### src/spr_pkg.sv
package spr_pkg;

    localparam int DIAL_W   = 11;
    localparam int PULSE_W  = 12;
    localparam int STEP_W   = 8;
    localparam int THR_W    = 10;
    localparam int HOLD_W   = 11;
    localparam int PHASE_W  = 3;
    localparam int CFG_W    = 12;
    localparam int CFG_IDX_W = 3;
    localparam int CALC_W   = 14;

    typedef enum logic [CFG_IDX_W-1:0] {
        REG_MIN_PULSE      = 3'd0,
        REG_MAX_PULSE      = 3'd1,
        REG_STEP_SIZE      = 3'd2,
        REG_OPEN_LEVEL     = 3'd3,
        REG_CLOSE_LEVEL    = 3'd4,
        REG_DIAL_THRESHOLD = 3'd5,
        REG_HOLD_TICKS     = 3'd6
    } cfg_reg_t;

    localparam logic [PHASE_W-1:0] PHASE_NUDGE_DOWN = 3'd1;
    localparam logic [PHASE_W-1:0] PHASE_NUDGE_UP_A = 3'd2;
    localparam logic [PHASE_W-1:0] PHASE_NUDGE_UP_B = 3'd3;

    localparam logic [PULSE_W-1:0] MIN_PULSE_RST   = 12'd850;
    localparam logic [PULSE_W-1:0] MAX_PULSE_RST   = 12'd1750;
    localparam logic [STEP_W-1:0]  STEP_SIZE_RST   = 8'd10;
    localparam logic [PULSE_W-1:0] OPEN_LEVEL_RST  = 12'd1350;
    localparam logic [PULSE_W-1:0] CLOSE_LEVEL_RST = 12'd1750;
    localparam logic [THR_W-1:0]   DIAL_THR_RST    = 10'd500;
    localparam logic [THR_W-1:0]   HOLD_TICKS_RST  = 10'd50;
    localparam logic [PULSE_W-1:0] PULSE_RST       = 12'd1750;
    localparam logic [HOLD_W-1:0]  HOLD_MAX        = 11'd2047;

    typedef struct packed {
        logic [PHASE_W-1:0] match_phase;
        logic               switch_up;
        logic               plain_key_held;
        logic               ctrl_key_held;
    } tick_flags_t;

endpackage

### src/servo_pulse_ramp_with_cover_status.sv
// channel   dir   handshake          tdata                tuser
// s_*       in    s_tvalid/s_tready  [10:0] dial          [0] ctrl_key_held, [1] plain_key_held,
//                                                         [2] switch_up, [5:3] match_phase
// m_*       out   m_tvalid/m_tready  [11:0] pulse_width   [0] cover_open, [1] status_changed
// cfg_*     in    cfg_we             cfg_index, cfg_wdata (no read-back)
//
// one beat per cycle sustained while the output is not stalled; a beat is captured in the
// input register, is worked out combinationally and lands in the output register.
// the pulse, hold counters and cover status update as a beat moves to the output register.
// reset (rst_n low, asynchronous) restores limits, state and empty stages.
// a stalled output holds both stages and drops s_tready only when both are full.
module servo_pulse_ramp_with_cover_status
    import spr_pkg::*;
(
    input  logic                 clk,
    input  logic                 rst_n,
    input  logic                 s_tvalid,
    output logic                 s_tready,
    input  logic [15:0]          s_tdata,   // [10:0] dial
    input  logic [5:0]           s_tuser,   // [0] ctrl, [1] plain, [2] switch_up, [5:3] phase
    output logic                 m_tvalid,
    input  logic                 m_tready,
    output logic [15:0]          m_tdata,   // [11:0] pulse_width
    output logic [1:0]           m_tuser,   // [0] cover_open, [1] status_changed
    input  logic                 cfg_we,
    input  logic [CFG_IDX_W-1:0] cfg_index,
    input  logic [CFG_W-1:0]     cfg_wdata
);

    logic [PULSE_W-1:0] min_pulse_reg, max_pulse_reg, open_level_reg, close_level_reg;
    logic [STEP_W-1:0]  step_size_reg;
    logic [THR_W-1:0]   dial_thr_reg, hold_ticks_reg;

    logic                      in_valid_reg;
    logic signed [DIAL_W-1:0]  dial_reg;
    tick_flags_t               flags_reg;

    logic [PULSE_W-1:0] pulse_reg, pulse_next;
    logic [HOLD_W-1:0]  ccw_reg, ccw_next, cw_reg, cw_next;
    logic               last_open_reg, last_open_next;

    logic               out_valid_reg;
    logic [PULSE_W-1:0] out_pulse_reg;
    logic               out_open_reg, out_changed_reg;
    logic               changed_next;

    logic out_free, advance;

    assign out_free = !out_valid_reg || m_tready;
    assign advance  = in_valid_reg && out_free;
    assign s_tready = !in_valid_reg || out_free;

    // configuration registers
    always_ff @(posedge clk or negedge rst_n)
    begin
        if (!rst_n)
        begin
            min_pulse_reg   <= MIN_PULSE_RST;
            max_pulse_reg   <= MAX_PULSE_RST;
            step_size_reg   <= STEP_SIZE_RST;
            open_level_reg  <= OPEN_LEVEL_RST;
            close_level_reg <= CLOSE_LEVEL_RST;
            dial_thr_reg    <= DIAL_THR_RST;
            hold_ticks_reg  <= HOLD_TICKS_RST;
        end
        else if (cfg_we)
        begin
            case (cfg_index)
                REG_MIN_PULSE:      min_pulse_reg   <= cfg_wdata;
                REG_MAX_PULSE:      max_pulse_reg   <= cfg_wdata;
                REG_STEP_SIZE:      step_size_reg   <= cfg_wdata[STEP_W-1:0];
                REG_OPEN_LEVEL:     open_level_reg  <= cfg_wdata;
                REG_CLOSE_LEVEL:    close_level_reg <= cfg_wdata;
                REG_DIAL_THRESHOLD: dial_thr_reg    <= cfg_wdata[THR_W-1:0];
                REG_HOLD_TICKS:     hold_ticks_reg  <= cfg_wdata[THR_W-1:0];
                default:            ;
            endcase
        end
    end

    // input stage
    always_ff @(posedge clk or negedge rst_n)
    begin
        if (!rst_n)
            in_valid_reg <= 1'b0;
        else if (s_tready)
            in_valid_reg <= s_tvalid;
    end

    always_ff @(posedge clk)
    begin
        if (s_tvalid && s_tready)
        begin
            dial_reg  <= s_tdata[DIAL_W-1:0];
            flags_reg <= s_tuser;
        end
    end

    // tick update
    logic signed [PULSE_W-1:0] dial_ext, thr_pos, thr_neg;
    logic                      ccw_beyond, cw_beyond;
    logic                      step_down, step_up;
    logic signed [CALC_W-1:0]  p_sum, p_min, p_max;

    always_comb
    begin
        dial_ext   = {dial_reg[DIAL_W-1], dial_reg};
        thr_pos    = signed'({{(PULSE_W-THR_W){1'b0}}, dial_thr_reg});
        thr_neg    = -thr_pos;
        ccw_beyond = dial_ext > thr_pos;
        cw_beyond  = dial_ext < thr_neg;

        ccw_next = !ccw_beyond ? '0 : (ccw_reg == HOLD_MAX) ? HOLD_MAX : ccw_reg + 1'b1;
        cw_next  = !cw_beyond  ? '0 : (cw_reg  == HOLD_MAX) ? HOLD_MAX : cw_reg  + 1'b1;
        if (flags_reg.switch_up)
        begin
            ccw_next = '0;
            cw_next  = '0;
        end

        p_sum = signed'({{(CALC_W-PULSE_W){1'b0}}, pulse_reg});
        if (flags_reg.match_phase == PHASE_NUDGE_DOWN)
            p_sum = p_sum - 14'sd1;
        else if (flags_reg.match_phase == PHASE_NUDGE_UP_A
                 || flags_reg.match_phase == PHASE_NUDGE_UP_B)
            p_sum = p_sum + 14'sd1;

        step_down = flags_reg.ctrl_key_held || (cw_next > {1'b0, hold_ticks_reg});
        step_up   = flags_reg.plain_key_held || (ccw_next > {1'b0, hold_ticks_reg});
        if (step_down)
            p_sum = p_sum - signed'({{(CALC_W-STEP_W){1'b0}}, step_size_reg});
        else if (step_up)
            p_sum = p_sum + signed'({{(CALC_W-STEP_W){1'b0}}, step_size_reg});

        p_min = signed'({{(CALC_W-PULSE_W){1'b0}}, min_pulse_reg});
        p_max = signed'({{(CALC_W-PULSE_W){1'b0}}, max_pulse_reg});
        if (p_sum < p_min)
            pulse_next = min_pulse_reg;
        else if (p_sum > p_max)
            pulse_next = max_pulse_reg;
        else
            pulse_next = p_sum[PULSE_W-1:0];

        // open wins where the levels overlap, between them the status holds
        last_open_next = last_open_reg;
        changed_next   = 1'b0;
        if (pulse_next <= open_level_reg)
        begin
            last_open_next = 1'b1;
            changed_next   = !last_open_reg;
        end
        else if (pulse_next >= close_level_reg)
        begin
            last_open_next = 1'b0;
            changed_next   = last_open_reg;
        end
    end

    always_ff @(posedge clk or negedge rst_n)
    begin
        if (!rst_n)
        begin
            pulse_reg     <= PULSE_RST;
            ccw_reg       <= '0;
            cw_reg        <= '0;
            last_open_reg <= 1'b0;
        end
        else if (advance)
        begin
            pulse_reg     <= pulse_next;
            ccw_reg       <= ccw_next;
            cw_reg        <= cw_next;
            last_open_reg <= last_open_next;
        end
    end

    // output stage
    always_ff @(posedge clk or negedge rst_n)
    begin
        if (!rst_n)
            out_valid_reg <= 1'b0;
        else if (out_free)
            out_valid_reg <= in_valid_reg;
    end

    always_ff @(posedge clk)
    begin
        if (advance)
        begin
            out_pulse_reg   <= pulse_next;
            out_open_reg    <= last_open_next;
            out_changed_reg <= changed_next;
        end
    end

    assign m_tvalid = out_valid_reg;
    assign m_tdata  = {{(16-PULSE_W){1'b0}}, out_pulse_reg};
    assign m_tuser  = {out_changed_reg, out_open_reg};

endmodule

### config.mk
export PLATFORM = sky130hd
export DESIGN_NAME = servo_pulse_ramp_with_cover_status
export DESIGN_NICKNAME = d
export VERILOG_FILES = /design/src/spr_pkg.sv /design/src/servo_pulse_ramp_with_cover_status.sv
export SDC_FILE = /design/constraint.sdc
export NUM_CORES = 1
export LEC_CHECK = 0
export BUFFER_PORTS_ARGS = -buffer_cell sky130_fd_sc_hd__buf_2
export CELL_PAD_IN_SITES_DETAIL_PLACEMENT = 1
export CELL_PAD_IN_SITES_GLOBAL_PLACEMENT = 1
export CORE_UTILIZATION = 49
export CTS_BUF_LIST = sky130_fd_sc_hd__clkbuf_16
export DETAILED_ROUTE_END_ITERATION = 7
export GPL_TIMING_DRIVEN = 0
export PLACE_DENSITY_LB_ADDON = 0.08
export SYNTH_ARGS = -nofsm -noshare
export SYNTH_HDL_FRONTEND = slang
export SYNTH_SLANG_ARGS = --single-unit
### constraint.sdc
create_clock -name clk -period 12.3 [get_ports clk]
set_input_delay 1.845 -clock clk [delete_from_list [all_inputs] [get_ports clk]]
set_output_delay 1.845 -clock clk [all_outputs]
set_load 0.01 [all_outputs]
Yosys cells after proc, flatten, opt, wreduce, memory -nomap -nowiden
Cells that the tools add are included.
Storage, ports and cells
  bits in latches: 0
  output and inout port bits: 20
  RAM bits: 0
  memories: 0
  bits in registers: 144
  word-level logic and storage cells: 81
  memory bits (read-only): 0
Operators by class
  multipliers: 0
  reduce and logical (&&, ||, !) cells: 18
  shift operators: 0
  bitwise logic cells: 0
  add/sub/neg operators: 7
  multiplexer cells: 16
  divide/modulo/power cells: 0
  eq/ne operators: 11
  magnitude comparators: 8
Operators by type and width (count)
  11-bit 2-to-1 mux: 6
  14-bit 2-to-1 mux: 3
  12-bit 2-to-1 mux: 2
  11-bit by 1-bit adder with 11-bit output (second input constant): 2
  11-bit equality test (second input constant): 2
  11-bit by 10-bit > comparator with 1-bit output: 2
  14-bit by 9-bit adder with 14-bit output: 1
  14-bit by 13-bit > comparator with 1-bit output: 1
  14-bit by 13-bit < comparator with 1-bit output: 1
  2-bit AND reduction: 7
  14-bit by 9-bit subtractor with 14-bit output: 1
  12-bit by 1-bit adder with 13-bit output (second input constant): 1
  13-bit 2-to-1 mux: 1
  12-bit by 1-bit subtractor with 13-bit output (second input constant): 1
  3-bit by 2-bit equality test with 1-bit output (second input constant): 4
  12-bit greater-or-equal comparator: 1
  12-bit <= comparator: 1
  11-bit by 12-bit < comparator with 1-bit output: 1
  10-bit negation with 12-bit output: 1
  11-bit > comparator: 1
  3-bit equality test (second input constant): 3
  3-bit by 1-bit equality test with 1-bit output (second input constant): 2
  1-bit logical OR: 5
  1-bit 2-to-1 mux: 4
  other kinds (3): 6

Logic depth before layout (Yosys ltp)
Gate-level depths: netlist of run 1.
  depth in word-level cells: 14
  depth in mapped cells: 48

Worst setup path before layout of run 1
Ideal clock, no wire load.
  path type: register to register
  start point: register dial_thr_reg[5]
  end point: register out_changed_reg, data pin
  library setup time: 0.261 ns
  path buffers: 3
  stages on the path, launching flop included: 48
  setup slack: 3.395 ns
  data required time: 12.039 ns
  arrival: 8.644 ns
  cell sequence: dfstp_2 -> nor4_1 -> nand2_1 -> nor4_1 -> xnor2_1 -> ha_1 -> and4_1 -> a21oi_1 -> o21ai_0 -> nor2_1 -> nand2_1 -> nand3b_1 -> clkbuf_1 -> a21oi_1 -> ha_1 -> nand4_1 -> or4_1 -> o21ai_0 -> [12 not listed] -> a21oi_1 -> a21oi_1 -> nor2_1 -> o2bb2ai_1 -> a2bb2oi_1 -> inv_1 -> ha_1 -> nand2b_1 -> a21o_1 -> a21o_1 -> a21o_1 -> a21o_1 -> a21o_1 -> a21o_1 -> a21oi_1 -> o21ai_0 -> a31oi_1 -> nor2_1
Between the ends
  longest elaborated chain between the ends: 13
Ends and longest elaborated chain
  start: declaration: RTL line servo_pulse_ramp_with_cover_status.sv:32  | logic [THR_W-1:0] dial_thr_reg, hold_ticks_reg;
  start signal: assignment: RTL line servo_pulse_ramp_with_cover_status.sv:74  | REG_DIAL_THRESHOLD: dial_thr_reg <= cfg_wdata[THR_W-1:0];
  10-bit negation with 12-bit output (*): RTL line servo_pulse_ramp_with_cover_status.sv:109  | thr_neg = -thr_pos;
  11-bit by 12-bit < comparator with 1-bit output (*): RTL line servo_pulse_ramp_with_cover_status.sv:111  | cw_beyond = dial_ext < thr_neg;
  11-bit 2-to-1 mux (*): RTL line servo_pulse_ramp_with_cover_status.sv:114  | cw_next = !cw_beyond ? '0 : (cw_reg == HOLD_MAX) ? HOLD_MAX : cw_reg + 1'b1;
  11-bit 2-to-1 mux (*): RTL line servo_pulse_ramp_with_cover_status.sv:115  | if (flags_reg.switch_up)
  net cw_next[8]: RTL line servo_pulse_ramp_with_cover_status.sv:39  | logic [HOLD_W-1:0] ccw_reg, ccw_next, cw_reg, cw_next;
  11-bit by 10-bit > comparator with 1-bit output (*): RTL line servo_pulse_ramp_with_cover_status.sv:128  | step_down = flags_reg.ctrl_key_held || (cw_next > {1'b0, hold_ticks_reg});
  1-bit logical OR (*): RTL line servo_pulse_ramp_with_cover_status.sv:128
  14-bit 2-to-1 mux (*): RTL line servo_pulse_ramp_with_cover_status.sv:130  | if (step_down)
  14-bit by 13-bit > comparator with 1-bit output: RTL line servo_pulse_ramp_with_cover_status.sv:139  | else if (p_sum > p_max)
  12-bit 2-to-1 mux: RTL line servo_pulse_ramp_with_cover_status.sv:139
  12-bit 2-to-1 mux (*): RTL line servo_pulse_ramp_with_cover_status.sv:137  | if (p_sum < p_min)
  net pulse_next[0]: RTL line servo_pulse_ramp_with_cover_status.sv:38  | logic [PULSE_W-1:0] pulse_reg, pulse_next;
  12-bit greater-or-equal comparator: RTL line servo_pulse_ramp_with_cover_status.sv:152  | else if (pulse_next >= close_level_reg)
  1-bit 2-to-1 mux: RTL line servo_pulse_ramp_with_cover_status.sv:152
  1-bit 2-to-1 mux (*): RTL line servo_pulse_ramp_with_cover_status.sv:147  | if (pulse_next <= open_level_reg)
  net changed_next: RTL line servo_pulse_ramp_with_cover_status.sv:45  | logic changed_next;
  end signal: assignment: RTL line servo_pulse_ramp_with_cover_status.sv:192  | out_changed_reg <= changed_next;
  end: declaration: RTL line servo_pulse_ramp_with_cover_status.sv:44  | logic out_open_reg, out_changed_reg;
The timed path passes the listed nets; every way through them passes the cells marked *.
A chain may end at the register's enable or synchronous reset.

Final worst setup path of run 1
  start point: register dial_thr_reg[3]
  end point: register out_changed_reg, data pin
The elaborated chain is that of the path after synthesis.

==> impl_metrics.tcl, run 1 <==
set metrics [dict create \
    status "finished, final reports clean" \
    clkTransAtPathRegs_ns 0.07 \
    cts_buffer_depth 2 \
    netlist-cell-type-count 81 \
    synth_top_area_share_pct 18.07 \
    powerDensity_nw_per_um2 251.0 \
    drt_iter0_markers 444 \
    grt_pass1_vias 8170 \
    async_flop_share_pct 78.47 \
    htree_levels 4 \
    crit_type "reg2reg" \
    die_w_um 143.7 \
    finalSetupViolCount 0 \
    min-delay-path-class "reg2reg" \
    final_nets 1243 \
    min_from "in_valid_reg" \
    wirelength_mm 28.68 \
    worstMarginPinSlew_ns 1.222 \
    cp-startpoint "dial_thr_reg[3]" \
    critical_path.max_fanout 10 \
    root_buffer "clkbuf_16" \
    min_period_over_period_pct 92.96 \
    required_ns 12.48 \
    antenna_found_initial 0 \
    yosys_register_bits 144 \
    drc 0 \
    synth_edf_count 31 \
    cts_tree "done" \
    arrival_ns 11.61 \
    yosysWarnings 0 \
    drtAntennaViolNets 0 \
    grt_pass1_wl_mm 44.91 \
    synthesis.area_um2 9834 \
    hpwl_mm 21.53 \
    insertion_delay_ns 0.43 \
    r2r-start "dial_thr_reg[3]" \
    ys_top_cells_by_count "118 x nand2_1, 109 x ha_1, 93 x inv_1" \
    drtPass1Iterations 5 \
    drv_slew 0 \
    start_util_pct 50.20 \
    io_buffers 52 \
    syn_area_per_cell_um2 9.689 \
    drv_cap 0 \
    cpPeakStageDelay_ns 0.72 \
    syn_to_final_growth_pct 12.76 \
    drive_gt1_share_pct 19.76 \
    start_kind "flip-flop" \
    grt_max_degree 80 \
    ir_drop_mv 0.1332 \
    relSlewSlack_pct 18.37 \
    vias 7951 \
    core_area_um2 19590 \
    wl_per_cell_um 20.96 \
    viasPerCell 5.812 \
    finClkSkew_ns 0.01304 \
    synth_top_flop_cell "dfrtp_1" \
    power.static_leakage_nw 5.040 \
    grt_util_all_layers_pct 29.44 \
    synthCells 1015 \
    fin_cells 1368 \
    slowest_stage "a211oi_1" \
    cp_common_cell "a21o_1" \
    synth.area.top_cells "dfrtp_1 18%, ha_1 14%, dfstp_2 11%" \
    cts_hold_buffers 0 \
    gp_congestion 0.8921 \
    placed_cell_area_um2 10470 \
    final.min_clock_period_ns 11.43 \
    clock.fmax_ghz 0.08746 \
    fillers 2269 \
    yosysTopAreaCell "dfrtp_1" \
    cts.repair.resized 0 \
    io_pins 62 \
    rows 51 \
    clock_sinks 144 \
    dp.cells 1336 \
    final_area_um2 11090 \
    overflow 0 \
    die_area_um2 20640 \
    rsz0062_at_grt "false" \
    post_cts_buffers 0 \
    fin_tns_setup_ns 0 \
    cts_buffers 17 \
    worst_setup_path_end_kind "flip-flop" \
    die_y_um 143.7 \
    antenna_cells 0 \
    finalHoldViolations 0 \
    yosysSeqAreaShare_pct 38.75 \
    synth_most_common_cell "nand2_1" \
]
[worst max-delay path, delay by kind of cell, from the launching register on]
family	cells	cell delay, ns
compound gates	24	5.24
xor+xnor	1	0.18
fa+ha+maj	4	1.30
buf+inv	4	1.10
flops	1	0.41
simple gates	14	2.95
[stage by stage]
| step | utilization, % | total power [mW] | hold slack, ns | setup slack, ns |
|---|---|---|---|---|
| final | 56.61 | 2.784 | 0.4836 | 0.8658 |
| after global routing | 56.61 | 2.988 | 0.5205 | 0.1447 |
| after CTS | 56.56 | 2.780 | 0.4892 | 1.026 |
| after detailed placement | 53.45 | 2.203 | 0.4835 | 1.145 |
| after global placement | 53.28 | 2.139 | 0.4707 | 1.340 |
| after floorplan | - | 1.755 | 0.4572 | 3.395 |
[worst paths after layout]
path / depth (start not counted) / endpoint / slack (ns)
max in group asynchronous: 2 / pulse_reg[10] / 10.23
worst min register to register: 1 / m_tvalid / 0.48
worst max-delay path: 47 / out_changed_reg / 0.87
worst max register to register: 47 / out_changed_reg / 0.87
worst min-delay path: 1 / m_tvalid / 0.48
min in group asynchronous: 1 / ccw_reg[7] / 1.31
[routing by layer]
metal	share of wire, %	track usage, %	vias to the layer above
met3	3.6	4.832	36
met5	0	0	-
li1	-	-	3769
met2	48	48.57	153
met4	2.4	9.518	0
met1	46	39.29	3993
[cell type report]
cell class	count	area (um2)	share of cell area (%)
plain buffers	32	162.7	1.467
clock buffers	17	425.4	3.836
clock inverters	15	183.9	1.659
inverters	94	352.8	3.182
multi-input cells	748	5528	49.85
flip-flops and latches	144	3811	34.37
well taps	265	331.6	2.990
repair buffers	53	294.0	2.651
[report_power, final]
group          switching [mW]  total [mW]  internal [mW]
combinational           0.899        1.51          0.611
clock                   0.227       0.549          0.322
sequential             0.0791       0.725          0.646
total                    1.20        2.78           1.58
[layout by cell type, fill, tap and decap left out, types with 7 or more instances in the layout]
cell type / synthesis / final
xnor2_1: 18 / 18
dfrtp_1: 71 / 71
o21bai_1: 8 / 8
mux2i_1: 8 / 8
nand3_1: 17 / 17
nand2_1: 118 / 118
clkbuf_1: 19 / 18
a21oi_1: 52 / 52
nand2b_1: 21 / 21
dfstp_2: 42 / 42
xor2_1: 20 / 20
nor3_1: 17 / 17
o21ai_0: 64 / 64
mux2_2: 58 / 58
nor2_1: 39 / 39
edfxtp_1: 31 / 31
clkbuf_16: 0 / 17
ha_1: 109 / 109
a21o_1: 27 / 27
and3_1: 8 / 8
nor2b_1: 8 / 8
buf_2: 3 / 54
and2_1: 7 / 7
a31oi_1: 13 / 13
nand4_1: 20 / 20
nor4_1: 8 / 8
nand3b_1: 7 / 7
inv_1: 93 / 94
[cells by family after synthesis]
| kind of cell | after synthesis | share of synthesized area (%) |
|---|---|---|
| multiplexers | 66 | 7.456 |
| AO/OA/AOI/OAI | 224 | 15.06 |
| adder cells (fa/ha/maj) | 111 | 14.27 |
| flip-flops | 144 | 38.75 |
| XOR/XNOR | 38 | 3.384 |
| AND/OR/NAND/NOR | 305 | 15.80 |
| other | 1 | 0.03813 |
| buffers and inverters | 126 | 5.229 |
No activity file was read; power rests on OpenSTA's default activity.
==> run 2: changes to the inputs <==
--- a/config.mk
+++ b/config.mk
@@ -5,12 +5,12 @@
 export SDC_FILE = /design/constraint.sdc
 export NUM_CORES = 1
 export LEC_CHECK = 0
-export BUFFER_PORTS_ARGS = -buffer_cell sky130_fd_sc_hd__buf_2
 export CELL_PAD_IN_SITES_DETAIL_PLACEMENT = 1
 export CELL_PAD_IN_SITES_GLOBAL_PLACEMENT = 1
-export CORE_UTILIZATION = 49
+export CORE_UTILIZATION = 51
 export CTS_BUF_LIST = sky130_fd_sc_hd__clkbuf_16
 export DETAILED_ROUTE_END_ITERATION = 7
+export DONT_BUFFER_PORTS = 1
 export GPL_TIMING_DRIVEN = 0
 export PLACE_DENSITY_LB_ADDON = 0.08
 export SYNTH_ARGS = -nofsm -noshare
==> impl_metrics.tcl, run 2 (synthesized netlist as in run 1, its figures left out) <==
set metrics [dict create \
    drive_gt1_share_pct 15.52 \
    power.static_leakage_nw 4.815 \
    drv_slew 0 \
    start_kind "flip-flop" \
    cts_buffers 17 \
    clock_sinks 144 \
    cts_hold_buffers 0 \
    clkTransAtPathRegs_ns 0.06 \
    clock.fmax_ghz 0.08660 \
    die_area_um2 19840 \
    layout_common_cells "118 x nand2_1, 109 x ha_1, 93 x inv_1" \
    start_util_pct 52.23 \
    wl_per_cell_um 21.26 \
    hpwl_mm 20.68 \
    fin_tns_setup_ns 0 \
    ir_drop_mv 0.1430 \
    gp_congestion 0.9014 \
    layout_setup_ws_ns 0.7523 \
    crit_type "reg2reg" \
    relSlewSlack_pct 8.314 \
    cpPeakStageDelay_ns 0.66 \
    htree_levels 4 \
    grt_pass1_vias 8095 \
    critical_path_buf_inv_count 4 \
    drtPass1Iterations 5 \
    drv_cap 0 \
    antenna_cells 0 \
    min_period_over_period_pct 93.88 \
    drt_iter0_markers 437 \
    vias 7718 \
    cts_buffer_depth 2 \
    worstMarginPinSlew_ns 1.371 \
    core_area_um2 18830 \
    regArea_um2 3811 \
    required_ns 12.48 \
    min-delay-path-class "reg2reg" \
    status "finished, final reports clean" \
    rows 50 \
    fin_util_pct 57.12 \
    drc 0 \
    die_y_um 140.9 \
    io_buffers 0 \
    io_pins 62 \
    finClkSkew_ns 0.01082 \
    final_common_cell "nand2_1" \
    post_cts_buffers 0 \
    insertion_delay_ns 0.44 \
    grt_max_degree 114 \
    final_nets 1190 \
    cts_tree "done" \
    post-place-ws_ns 0.9644 \
    slowest_stage "o21ai_0" \
    root_buffer "clkbuf_16" \
    syn_to_final_growth_pct 9.364 \
    cts.repair.resized 0 \
    grt_util_all_layers_pct 30.04 \
    multiInputGateArea_um2 5520 \
    final.min_clock_period_ns 11.55 \
    worst_setup_path_end_kind "flip-flop" \
    overflow 0 \
    viasPerCell 5.892 \
    grt_pass1_wl_mm 45.10 \
    wirelength_mm 27.85 \
    critical_path.max_fanout 10 \
    drtAntennaViolNets 0 \
    die_w_um 140.9 \
    rsz0062_at_grt "false" \
    finalSetupViolCount 0 \
    antenna_found_initial 0 \
    arrival_ns 11.73 \
    fillers 2147 \
    powerDensity_nw_per_um2 253.4 \
    finalHoldViolations 0 \
    path_delay_family "compound AO/OA/AOI/OAI gates" \
]
run 2: cell count changes in the layout (fill, tap and decap cells not counted), moves of 2 or more:
| cell | before | now |
|---|---|---|
| clkinv_2 | 0 | 2 |
| clkinvlp_4 | 3 | 0 |
| buf_2 | 54 | 3 |
| clkinv_4 | 2 | 5 |
run 2: metal layers:
layer | GRT usage [%] | routed length, um | vias to the layer above
met2 | 50.25 | 13370 | 141
met5 | 0 | 0 | -
met4 | 8.810 | 618 | 0
li1 | - | - | 3649
met1 | 40.18 | 12900 | 3884
met3 | 4.721 | 954 | 44
run 2: path summary, 6_finish.rpt:
| kind | start | endpoint | slack, ns | depth (start not counted) |
|---|---|---|---|---|
| worst min-delay path | open_level_reg[9] | open_level_reg[9] | 0.50 | 1 |
| worst min register to register | open_level_reg[9] | open_level_reg[9] | 0.50 | 1 |
| worst max-delay path | dial_thr_reg[3] | out_changed_reg | 0.75 | 47 |
| worst max register to register | dial_thr_reg[3] | out_changed_reg | 0.75 | 47 |
| min in group asynchronous | rst_n | cw_reg[1] | 1.10 | 0 |
| max in group asynchronous | rst_n | pulse_reg[1] | 10.90 | 0 |
run 2: cell type report:
cell class	instances	share of cell area, %
clock buffer	17	3.955
tap	260	3.025
inverter	94	3.281
multi-input combinational	748	51.33
buffer	32	1.501
clock inverter	15	1.477
sequential	144	35.44
run 2: through the flow:
stage                     cell area (um2)  cells  power (mW)  hold slack [ns]
after floorplan                      9846   1018       1.755           0.4572
after global placement              10170   1278       2.109           0.4658
after detailed placement            10170   1278       2.171           0.4943
after CTS                           10760   1310       2.727           0.5085
after global routing                10760   1310       2.928           0.5187
final                               10760   1310       2.725           0.5045
run 2: report_power, final:
group / internal [mW] / switching (mW) / leakage, nW / total, mW
Clock: 0.301 / 0.224 / 0.289 / 0.525
Combinational: 0.590 / 0.873 / 2.90 / 1.46
Sequential: 0.647 / 0.0903 / 1.63 / 0.738
Total: 1.54 / 1.19 / 4.82 / 2.73
==> run 3: changes to the inputs <==
==> config.mk (replaced) <==
export PLATFORM = sky130hd
export DESIGN_NAME = servo_pulse_ramp_with_cover_status
export DESIGN_NICKNAME = d
export VERILOG_FILES = /design/src/spr_pkg.sv /design/src/servo_pulse_ramp_with_cover_status.sv
export SDC_FILE = /design/constraint.sdc
export NUM_CORES = 1
export LEC_CHECK = 0
export CELL_PAD_IN_SITES_DETAIL_PLACEMENT = 2
export CELL_PAD_IN_SITES_GLOBAL_PLACEMENT = 2
export CORE_UTILIZATION = 42
export CTS_BUF_LIST = sky130_fd_sc_hd__clkbuf_16
export DETAILED_ROUTE_END_ITERATION = 7
export DONT_BUFFER_PORTS = 1
export GPL_TIMING_DRIVEN = 0
export PLACE_DENSITY_LB_ADDON = 0.1
export SYNTH_ARGS = -nofsm -noshare
export SYNTH_HDL_FRONTEND = slang
export SYNTH_SLANG_ARGS = --single-unit
==> impl_metrics.tcl, run 3 (synthesized netlist as in run 1, its figures left out) <==
set metrics [dict create \
    drv_cap 0 \
    clock_sinks 144 \
    die_y_um 155.0 \
    final_common_cell "nand2_1" \
    gp_congestion 0.8729 \
    powerDensity_nw_per_um2 254.6 \
    worstReg2RegEnd "out_changed_reg" \
    cts_tree "done" \
    clock.fmax_ghz 0.08748 \
    final_nets 1190 \
    status "finished, final reports clean" \
    drv_slew 0 \
    io_pins 62 \
    r2r_slack_ns 0.87 \
    start_util_pct 43.17 \
    grt_max_degree 114 \
    syn_to_final_growth_pct 10.27 \
    fillers 2405 \
    finalHoldViolations 0 \
    viasPerCell 5.723 \
    root_buffer "clkbuf_16" \
    relSlewSlack_pct 11.29 \
    core_area_um2 22780 \
    arrival_ns 11.61 \
    post-place-ws_ns 0.6551 \
    drt_iter0_markers 319 \
    overflow 0 \
    drtPass1Iterations 4 \
    final.min_clock_period_ns 11.43 \
    reg2regPathDepth 45 \
    vias 7801 \
    cts_buffers 17 \
    crit_type "reg2reg" \
    drive_gt1_share_pct 16.19 \
    die_w_um 155.0 \
    hpwl_mm 23.31 \
    min-delay-path-class "reg2reg" \
    fin_util_pct 47.61 \
    worstHoldEndpoint "open_level_reg[9]" \
    antenna_found_initial 0 \
    p_total_mw 2.761 \
    wirelength_mm 31.23 \
    cts_hold_buffers 0 \
    r2r-start "dial_thr_reg[3]" \
    min_period_over_period_pct 92.94 \
    cp_common_cell "a21oi_1" \
    worst_setup_path_end_kind "flip-flop" \
    finClkSkew_ns 0.01777 \
    htree_levels 4 \
    rsz0062_at_grt "false" \
    worstMarginPinSlew_ns 1.328 \
    ir_drop_mv 0.1175 \
    slowest_stage "a2bb2oi_1" \
    timing.hold.ws_ns 0.5046 \
    cpPeakStageDelay_ns 0.56 \
    required_ns 12.48 \
    layout_common_cells "118 x nand2_1, 109 x ha_1, 94 x inv_1" \
    layout_setup_ws_ns 0.8688 \
    drc 0 \
    grt_pass1_wl_mm 49.11 \
    insertion_delay_ns 0.44 \
    grt_util_all_layers_pct 27.27 \
    fin_tns_setup_ns 0 \
    die_area_um2 24030 \
    io_buffers 0 \
    wl_per_cell_um 22.91 \
    power.static_leakage_nw 4.822 \
    cts_buffer_depth 2 \
    rows 55 \
    antenna_cells 0 \
    drtAntennaViolNets 0 \
    min_from "open_level_reg[9]" \
    start_kind "flip-flop" \
    hold_path_depth 1 \
    critical_path.max_fanout 10 \
    grt_pass1_vias 8694 \
    finalSetupViolCount 0 \
    clkTransAtPathRegs_ns 0.07 \
]
run 3: critical path, delay by kind of cell, from the launching register on:
family | cells | cell delay, ns
AOI/OAI and AO/OA | 22 | 4.47
and+or+nand+nor | 14 | 3.22
xor gates and xnor gates | 2 | 0.73
DFF | 1 | 0.41
buffers and inverters | 3 | 0.96
adders and majority gates | 4 | 1.37
run 3: layer usage:
metal	vias up	track usage (%)	part of all wire, %
met1	3978	35.43	45
met4	0	7.826	1.9
met5	-	0	0
li1	3653	-	-
met2	133	47.15	50
met3	37	3.816	3.8
run 3: layout make-up:
| cell class | count | area [um2] | area share (%) |
|---|---|---|---|
| sequential | 144 | 3811 | 35.14 |
| tap | 313 | 391.6 | 3.611 |
| inverter | 94 | 352.8 | 3.254 |
| buffer | 32 | 162.7 | 1.500 |
| clock inverter | 14 | 128.9 | 1.188 |
| multi-input combinational | 748 | 5547 | 51.15 |
| clock buffer | 18 | 450.4 | 4.154 |
run 3: what timing repair did:
action                                 CTS  global route
gates resized for setup                  0             6
buffers inserted                         0             0
setup endpoints to repair                0             3
endpoints found under the hold margin    0             0
run 3: power breakdown:
group          internal, mW  switching (mW)  total (mW)
clock                 0.294           0.230       0.524
combinational         0.596           0.900        1.50
sequential            0.647          0.0945       0.742
run 3: how the worst max path moves through the flow:
stage	start	to	slack (ns)
floorplan	dial_thr_reg[5]	out_changed_reg	3.39
global placement	dial_thr_reg[3]	out_changed_reg	1.27
detailed placement	dial_thr_reg[3]	out_changed_reg	0.66
CTS	dial_thr_reg[3]	out_changed_reg	0.48
global route	dial_thr_reg[3]	out_changed_reg	0.19
finish	dial_thr_reg[3]	out_changed_reg	0.87
run 3: metrics by stage:
stage | std cells | instance area [um2]
3_3_place_gp | 1331 | 10240
5_1_grt | 1363 | 10840
4_1_cts | 1363 | 10820
6_report | 1363 | 10840
3_5_place_dp | 1331 | 10240
2_1_floorplan | 1018 | 9846
